**src/rtl/core/sk_pkg.sv**
```systemverilog
// ----------------------------------------------------------------------------
// sk_pkg
// Request and status codes shared by the key stack and its port checker.
// ----------------------------------------------------------------------------
`default_nettype none

package sk_pkg;

  localparam logic [1:0] REQ_PUSH   = 2'd0;
  localparam logic [1:0] REQ_POP    = 2'd1;
  localparam logic [1:0] REQ_REMOVE = 2'd2;

  localparam logic [1:0] STAT_OK    = 2'd0;
  localparam logic [1:0] STAT_EMPTY = 2'd1;
  localparam logic [1:0] STAT_FULL  = 2'd2;

  localparam int unsigned OUT_KEY_W   = 32;
  localparam int unsigned OUT_COUNT_W = 7;

endpackage

`default_nettype wire

```
**src/rtl/core/sk_ram.sv**
```systemverilog
// ----------------------------------------------------------------------------
// sk_ram
// Single-port-write, single-port-read synchronous RAM, registered read data.
// ----------------------------------------------------------------------------
`default_nettype none

module sk_ram #(
  parameter int unsigned DEPTH  = 64,
  parameter int unsigned DATA_W = 32,
  parameter int unsigned ADDR_W = 6
) (
  input  wire logic              clk,
  input  wire logic              wr_en,
  input  wire logic [ADDR_W-1:0] wr_addr,
  input  wire logic [DATA_W-1:0] wr_data,
  input  wire logic              rd_en,
  input  wire logic [ADDR_W-1:0] rd_addr,
  output logic      [DATA_W-1:0] rd_data
);

  logic [DATA_W-1:0] mem [DEPTH];
  logic [DATA_W-1:0] rd_data_r;

  always_ff @(posedge clk) begin
    if (wr_en) begin
      mem[wr_addr] <= wr_data;
    end
  end

  // read data holds until the next read
  always_ff @(posedge clk) begin
    if (rd_en) begin
      rd_data_r <= mem[rd_addr];
    end
  end

  assign rd_data = rd_data_r;

endmodule

`default_nettype wire

```
**src/rtl/core/stack_with_key_removal.sv**
```systemverilog
// ----------------------------------------------------------------------------
// stack_with_key_removal
// Bounded LIFO stack of keys with push, pop and remove-all-by-key.
// ----------------------------------------------------------------------------
//
//   channel | direction | handshake           | payload
//   --------+-----------+---------------------+-----------------------------------
//   in_     | input     | in_valid / in_ready | req_type, key_value
//   out_    | output    | out_valid/out_ready | status, pop_value, removed_any,
//           |           |                     | entry_count, is_empty
//
// Push, code 3, and any request on an empty (or push on a full) stack give
// their result at the accepting edge: one item per cycle while the output
// register is free. A pop waits in S_POP for the RAM read data, input stalled.
// A removal walks all N held entries through the RAM read port, compacting
// survivors in place, then gives its result from S_RDONE; input stalled.
// Synchronous active-low reset clears the fill count, the state and out_valid;
// the RAM is not cleared. A stalled result sits in the output register and a
// new request is still taken if the register frees in the same cycle.
// ----------------------------------------------------------------------------
`default_nettype none

module stack_with_key_removal
  import sk_pkg::*;
#(
  parameter int unsigned DEPTH     = 64,
  parameter int unsigned KEY_WIDTH = 32
) (
  input  wire logic                   clk,
  input  wire logic                   rst_n,
  // request channel
  input  wire logic                   in_valid,
  output logic                        in_ready,
  input  wire logic [1:0]             in_req_type,
  input  wire logic [OUT_KEY_W-1:0]   in_key_value,
  // result channel
  output logic                        out_valid,
  input  wire logic                   out_ready,
  output logic [1:0]                  out_status,
  output logic [OUT_KEY_W-1:0]        out_pop_value,
  output logic                        out_removed_any,
  output logic [OUT_COUNT_W-1:0]      out_entry_count,
  output logic                        out_is_empty
);

  // count runs 0..DEPTH, address 0..DEPTH-1
  localparam int unsigned CW = $clog2(DEPTH + 1);
  localparam int unsigned AW = (DEPTH > 1) ? $clog2(DEPTH) : 1;

  typedef enum logic [3:0] {
    S_IDLE  = 4'b0001,
    S_POP   = 4'b0010,  // waiting on top-of-stack read data
    S_WALK  = 4'b0100,  // removal sweep
    S_RDONE = 4'b1000   // removal finished, result pending
  } state_t;

  state_t               state_r, state_nxt;
  logic [CW-1:0]        count_r, count_nxt;
  logic [CW-1:0]        rd_r, rd_nxt;       // next entry to read in the sweep
  logic [CW-1:0]        wr_r, wr_nxt;       // next compacted slot
  logic                 pend_r, pend_nxt;   // read data due this cycle
  logic                 removed_r, removed_nxt;
  logic [KEY_WIDTH-1:0] key_r, key_nxt;

  logic                 out_valid_r, out_valid_nxt;
  logic [1:0]           status_r;
  logic [OUT_KEY_W-1:0] pop_r;
  logic                 removed_out_r;
  logic [CW-1:0]        res_count_r;

  logic                 out_free;
  logic                 in_acc;
  logic [KEY_WIDTH-1:0] in_key;
  logic [CW-1:0]        count_dec;

  // result load towards the output register
  logic                 res_load;
  logic [1:0]           res_status;
  logic [OUT_KEY_W-1:0] res_pop;
  logic                 res_removed;
  logic [CW-1:0]        res_count;

  // RAM port
  logic                 ram_we;
  logic [AW-1:0]        ram_waddr;
  logic [KEY_WIDTH-1:0] ram_wdata;
  logic                 ram_re;
  logic [AW-1:0]        ram_raddr;
  logic [KEY_WIDTH-1:0] ram_rdata;

  assign out_free  = !out_valid_r || out_ready;
  assign in_ready  = (state_r == S_IDLE) && out_free;
  assign in_acc    = in_valid && in_ready;
  assign in_key    = KEY_WIDTH'(in_key_value);
  assign count_dec = count_r - 1'b1;

  always_comb begin
    state_nxt   = state_r;
    count_nxt   = count_r;
    rd_nxt      = rd_r;
    wr_nxt      = wr_r;
    pend_nxt    = 1'b0;
    removed_nxt = removed_r;
    key_nxt     = key_r;

    res_load    = 1'b0;
    res_status  = STAT_OK;
    res_pop     = '0;
    res_removed = 1'b0;
    res_count   = count_r;

    ram_we      = 1'b0;
    ram_waddr   = count_r[AW-1:0];
    ram_wdata   = in_key;
    ram_re      = 1'b0;
    ram_raddr   = count_dec[AW-1:0];

    case (state_r)
      S_IDLE: begin
        if (in_acc) begin
          case (in_req_type)
            REQ_PUSH: begin
              res_load = 1'b1;
              if (count_r == CW'(DEPTH)) begin
                res_status = STAT_FULL;
              end else begin
                ram_we    = 1'b1;
                count_nxt = count_r + 1'b1;
                res_count = count_nxt;
              end
            end
            REQ_POP: begin
              if (count_r == '0) begin
                res_load   = 1'b1;
                res_status = STAT_EMPTY;
              end else begin
                ram_re    = 1'b1;
                count_nxt = count_dec;
                state_nxt = S_POP;
              end
            end
            REQ_REMOVE: begin
              if (count_r == '0) begin
                res_load   = 1'b1;
                res_status = STAT_EMPTY;
              end else begin
                key_nxt     = in_key;
                rd_nxt      = '0;
                wr_nxt      = '0;
                removed_nxt = 1'b0;
                state_nxt   = S_WALK;
              end
            end
            default: begin
              // unused code: no change, ok result
              res_load = 1'b1;
            end
          endcase
        end
      end

      S_POP: begin
        if (out_free) begin
          res_load  = 1'b1;
          res_pop   = OUT_KEY_W'(ram_rdata);
          state_nxt = S_IDLE;
        end
      end

      S_WALK: begin
        // issue the next read; write addresses always trail the read address
        if (rd_r < count_r) begin
          ram_re    = 1'b1;
          ram_raddr = rd_r[AW-1:0];
          rd_nxt    = rd_r + 1'b1;
          pend_nxt  = 1'b1;
        end
        if (pend_r) begin
          if (ram_rdata == key_r) begin
            removed_nxt = 1'b1;
          end else begin
            ram_we    = 1'b1;
            ram_waddr = wr_r[AW-1:0];
            ram_wdata = ram_rdata;
            wr_nxt    = wr_r + 1'b1;
          end
          if (rd_r == count_r) begin
            state_nxt = S_RDONE;
          end
        end
      end

      S_RDONE: begin
        if (out_free) begin
          res_load    = 1'b1;
          res_removed = removed_r;
          count_nxt   = wr_r;
          res_count   = wr_r;
          state_nxt   = S_IDLE;
        end
      end

      default: begin
        state_nxt = S_IDLE;
      end
    endcase
  end

  assign out_valid_nxt = res_load ? 1'b1 : (out_ready ? 1'b0 : out_valid_r);

  always_ff @(posedge clk) begin
    if (!rst_n) begin
      state_r     <= S_IDLE;
      count_r     <= '0;
      pend_r      <= 1'b0;
      out_valid_r <= 1'b0;
    end else begin
      state_r     <= state_nxt;
      count_r     <= count_nxt;
      pend_r      <= pend_nxt;
      out_valid_r <= out_valid_nxt;
    end
  end

  // sweep and result payload, no reset needed
  always_ff @(posedge clk) begin
    rd_r      <= rd_nxt;
    wr_r      <= wr_nxt;
    removed_r <= removed_nxt;
    key_r     <= key_nxt;
    if (res_load) begin
      status_r      <= res_status;
      pop_r         <= res_pop;
      removed_out_r <= res_removed;
      res_count_r   <= res_count;
    end
  end

  sk_ram #(
    .DEPTH  (DEPTH),
    .DATA_W (KEY_WIDTH),
    .ADDR_W (AW)
  ) u_ram (
    .clk     (clk),
    .wr_en   (ram_we),
    .wr_addr (ram_waddr),
    .wr_data (ram_wdata),
    .rd_en   (ram_re),
    .rd_addr (ram_raddr),
    .rd_data (ram_rdata)
  );

  assign out_valid       = out_valid_r;
  assign out_status      = status_r;
  assign out_pop_value   = pop_r;
  assign out_removed_any = removed_out_r;
  assign out_entry_count = OUT_COUNT_W'(res_count_r);
  assign out_is_empty    = (res_count_r == '0);

endmodule

`default_nettype wire

```
**config.mk**
```make
export PLATFORM = sky130hd
export DESIGN_NAME = stack_with_key_removal
export DESIGN_NICKNAME = d
export VERILOG_FILES = /design/src/rtl/core/sk_pkg.sv /design/src/rtl/core/sk_ram.sv /design/src/rtl/core/stack_with_key_removal.sv
export SDC_FILE = /design/constraint.sdc
export NUM_CORES = 2
export LEC_CHECK = 0
export ABC_AREA = 0
export BUFFER_PORTS_ARGS = -buffer_cell sky130_fd_sc_hd__buf_2
export CORE_MARGIN = 3
export CORE_UTILIZATION = 60
export DETAILED_ROUTE_END_ITERATION = 8
export HOLD_SLACK_MARGIN = 0.02
export PLACE_DENSITY = 0.73
export REMOVE_ABC_BUFFERS = 1
export SLEW_MARGIN = 20
export SYNTH_ARGS = -nofsm -noshare
export SYNTH_HDL_FRONTEND = slang
export SYNTH_SLANG_ARGS = --single-unit
```
**constraint.sdc**
```tcl
create_clock -name clk -period 12 [get_ports clk]
set_clock_uncertainty 0.2 [all_clocks]
set_input_delay 0.6 -clock clk [delete_from_list [all_inputs] [get_ports clk]]
set_output_delay 0.6 -clock clk [all_outputs]
set_load 0.01 [all_outputs]
```
==> out/results.txt <==
The run finished with clean final reports. Setup repair after global routing left no endpoint under its margin. The async set or reset register ratio after synthesis was 0%.

Across all register-to-register paths, the minimum setup slack is 4.57 ns. Of the available clock period, the critical path in the final layout requires 61.88%. Across every metal layer, demand over resource in global routing totals 33.16%. The first global-routing pass estimated 360800 um of wire. Fraction of final layout cells sized beyond drive strength 1: 14.86%. The number of warnings printed during yosys synthesis was 0. Summing internal, switching and leakage power gives 19.39 mW.

VDD sags by at most 0.1860 mV. The pre-antenna-repair detailed-routing pass consisted of 9 iterations. The tools report the total of max-cap violations as 0. The tools report the number of clock sinks as 2182. The net count of the finished layout is 5531. The initial detailed-routing violation count was 8856. After layout, the worst setup slack is 4.574 ns.

The largest fanout on the critical path was 125. The worst hold path belongs to the class in2reg. The transition time at the pin with the least slew margin was 1.231 ns; the arrival time at the worst endpoint was 7.80 ns.

Counting flops with a built-in enable in the synthesized netlist gives 2169. The maximum level of the CTS H-tree came out at 4. Power spread over the standard cell area amounts to 199.2 nW/um^2. Compared with the post-synthesis result, the final layout area differs by 11.45%. The number of global-route vias before repair was 51530; the clock transition time at the flip-flop clock pins of the worst setup and hold paths was 0.06 ns.

Entering global routing, the biggest net connects 187 pins. The number of standard cells after synthesis was 5385; the final hold slack was 0.06394 ns. The library cells used most frequently in the layout, excluding fill and tap cells, are edfxtp_1 (2169), o21ai_0 (331), a21oi_1 (317). Number of slew-limit violations in the final report: 0. CTS placed an instance of clkbuf_16 at the clock tree root. The worst pin sits at a relative slew slack of 17.92%. For this run, design rule violations remaining after detail routing come to 0.

STA classifies the critical path startpoint as a flip-flop. The worst setup path is captured at a flip-flop. The run gives 60.59% as the initial core utilization.

The clock period minus final worst setup slack is 7.426 ns, and the count of cells along the worst register-to-register path is 14. Dividing the detail-routed via count by the number of cells gives 7.111. The initial antenna violation count was 4. Leaving out fill and tap cells, the most frequent cell in the layout is edfxtp_1.

83 I/O pins were placed. The most used flip-flop cell after synthesis was edfxtp_1. The tools report the beginning of the critical path as rd_r[0]$_SDFFCE_PN0P_.

After synthesis the netlist holds a flip-flop and latch count of 2182. The tools report the row count as 139. The startpoint identified for the worst register-to-register timing path is rd_r[0]$_SDFFCE_PN0P_.

The average cell area after synthesis works out to 16.22 sq um. In this run the remaining antenna-violating nets after routing total 0. For this run, the top clock speed supported by timing is 134.7 MHz. The timing endpoint of the critical path is u_ram.rd_data[4]$_DFFE_PP_. Detailed placement finished with a half-perimeter wire length of 132800 um. The tools report the required time of the critical path as 12.37 ns. At the placement stage, the worst setup path has a slack of 4.717 ns. The die covers 150200 sq um.

In this run the horizontal extent of the chip is 387.6 um. The netlist uses 78 different library cells. The count of input and output buffers was 82.

The total standard cell area after synthesis was 87360 sq um. The post-detailed-route wirelength per cell is 33.42 um. Gates resized during post-CTS repair numbered 0. The run gives 3 as the maximum root-to-sink buffer count. Clock tree synthesis inserted a total of 205 buffers.

The routed design has 252100 um of wire. The sum of overflow across all layers after global routing came out at 0. Once the clock tree was built, the setup fixing pass inserted 0 buffers. Final weighted congestion in routability-driven placement: 0.9451. The worst register-to-register path ends at u_ram.rd_data[4]$_DFFE_PP_.

TritonCTS built the clock tree. Sequential cells were found to cover 74.85% of the synthesized design area. Summed over all cells, the static leakage comes to 30.30 nW. The logs give 0.84 ns for the clock insertion delay at the later pin of the skew report and 0 for the final number of setup-violating endpoints.

The die outline height works out to 387.6 um. Final count of hold timing violations: 0. The run gives 144200 sq um as the placeable core area. Summing over every cut layer, the via total after detailed routing is 53640. The critical path in this run is classified as reg2reg.
through the flow:
step                      cells  util [%]  cell area, sq um  setup TNS (ns)
final                      7544     67.53             97370               0
after global routing       7541     67.53             97360               0
after CTS                  7540     67.47             97280               0
after detailed placement   7137     62.82             90570               0
after global placement     7135     62.79             90530               0
after floorplan            4994         -             85730         -279.08
layout make-up:
class	count	area, sq um
Multi-Input combinational cell	2793	21080
Clock buffer	269	5465
Clock inverter	99	893.4
Inverter	19	72.57
Tap cell	1903	2381
Antenna cell	3	7.507
Timing Repair Buffer	276	2079
Fill cell	9239	46810
Sequential cell	2182	65390
registers in the layout (all words and copies together), names as in the netlist, 2 cells and up:
register,cells
u_ram.mem,2048
key_r,32
out_pop_value,32
u_ram.rd_data,32
count_r,7
out_entry_count,7
rd_r,7
wr_r,7
state_r,4
out_status,2
worst min-delay path by stage:
| stage | start | end | slack, ns | depth (start not counted) |
|---|---|---|---|---|
| 4_1_cts | in_valid | out_status[0]$_SDFFCE_PN0P_ | 0.02 | 3 |
| 2_1_floorplan | state_r[1]$_SDFFE_PN0P_ | state_r[1]$_SDFFE_PN0P_ | 0.30 | 2 |
| 3_3_place_gp | state_r[1]$_SDFFE_PN0P_ | state_r[1]$_SDFFE_PN0P_ | 0.33 | 2 |
| 5_1_grt | out_ready | out_valid$_SDFFE_PN0P_ | 0.08 | 3 |
| 6_report | in_valid | out_status[0]$_SDFFCE_PN0P_ | 0.06 | 3 |
| 3_5_place_dp | state_r[1]$_SDFFE_PN0P_ | state_r[1]$_SDFFE_PN0P_ | 0.35 | 2 |
critical path, stage by stage (launching register included):
cell and delay [ns]:
edfxtp_1 0.92, inv_1 0.68, ha_1 0.39, nand3b_1 0.22, a21oi_4 0.14, buf_4 0.47
nor3_4 0.14, buf_4 0.34, nor2_4 0.25, buf_12 0.50, buf_12 0.68, mux4_2 0.60
a22oi_1 0.29, nand4_1 0.32, or4_1 0.61
where the power goes:
group          switching (mW)  internal, mW  total (mW)
clock                    2.75          3.48        6.23
sequential             0.0825          8.56        8.64
combinational            3.09          1.44        4.53
total                    5.92          13.5        19.4
logic make-up after synthesis:
group           after synthesis  synth area share, %
simple gates                981                5.524
flops                      2182                74.85
buf+inv                     410                1.952
compound gates             1299                9.584
fa+ha+maj                    16               0.2291
mux                         444                7.327
xor+xnor                     53               0.5313
routing by layer:
| metal | routed length, um | vias to the layer above | GRT usage (%) |
|---|---|---|---|
| met5 | 17 | - | 0 |
| met4 | 16990 | 2 | 19.24 |
| met3 | 32000 | 768 | 7.411 |
| met2 | 115000 | 4256 | 50.02 |
| met1 | 88190 | 26740 | 45.07 |
| li1 | - | 21880 | - |
synthesized netlist by cell type, types with 47 or more instances:
library cell	count	area [sq um]
buf_2	74	370.4
nand2_1	279	1047
a32oi_1	48	420.4
and3_1	86	538.0
mux4_2	153	3446
a211oi_1	97	728.2
mux2i_1	257	2572
a22oi_1	76	570.6
nand3_1	306	1531
o22ai_1	101	631.9
xnor2_1	47	411.6
o21ai_0	331	1657
o21a_1	48	360.4
edfxtp_1	2169	65130
a21oi_1	319	1597
nor2_1	122	457.9
clkbuf_1	268	1006
what timing repair did:
action | CTS | global route
hold buffers | 35 | 0
setup endpoints to repair | 0 | 0
endpoints found under the hold margin | 46 | 0
No activity file was read; power rests on OpenSTA's default activity.
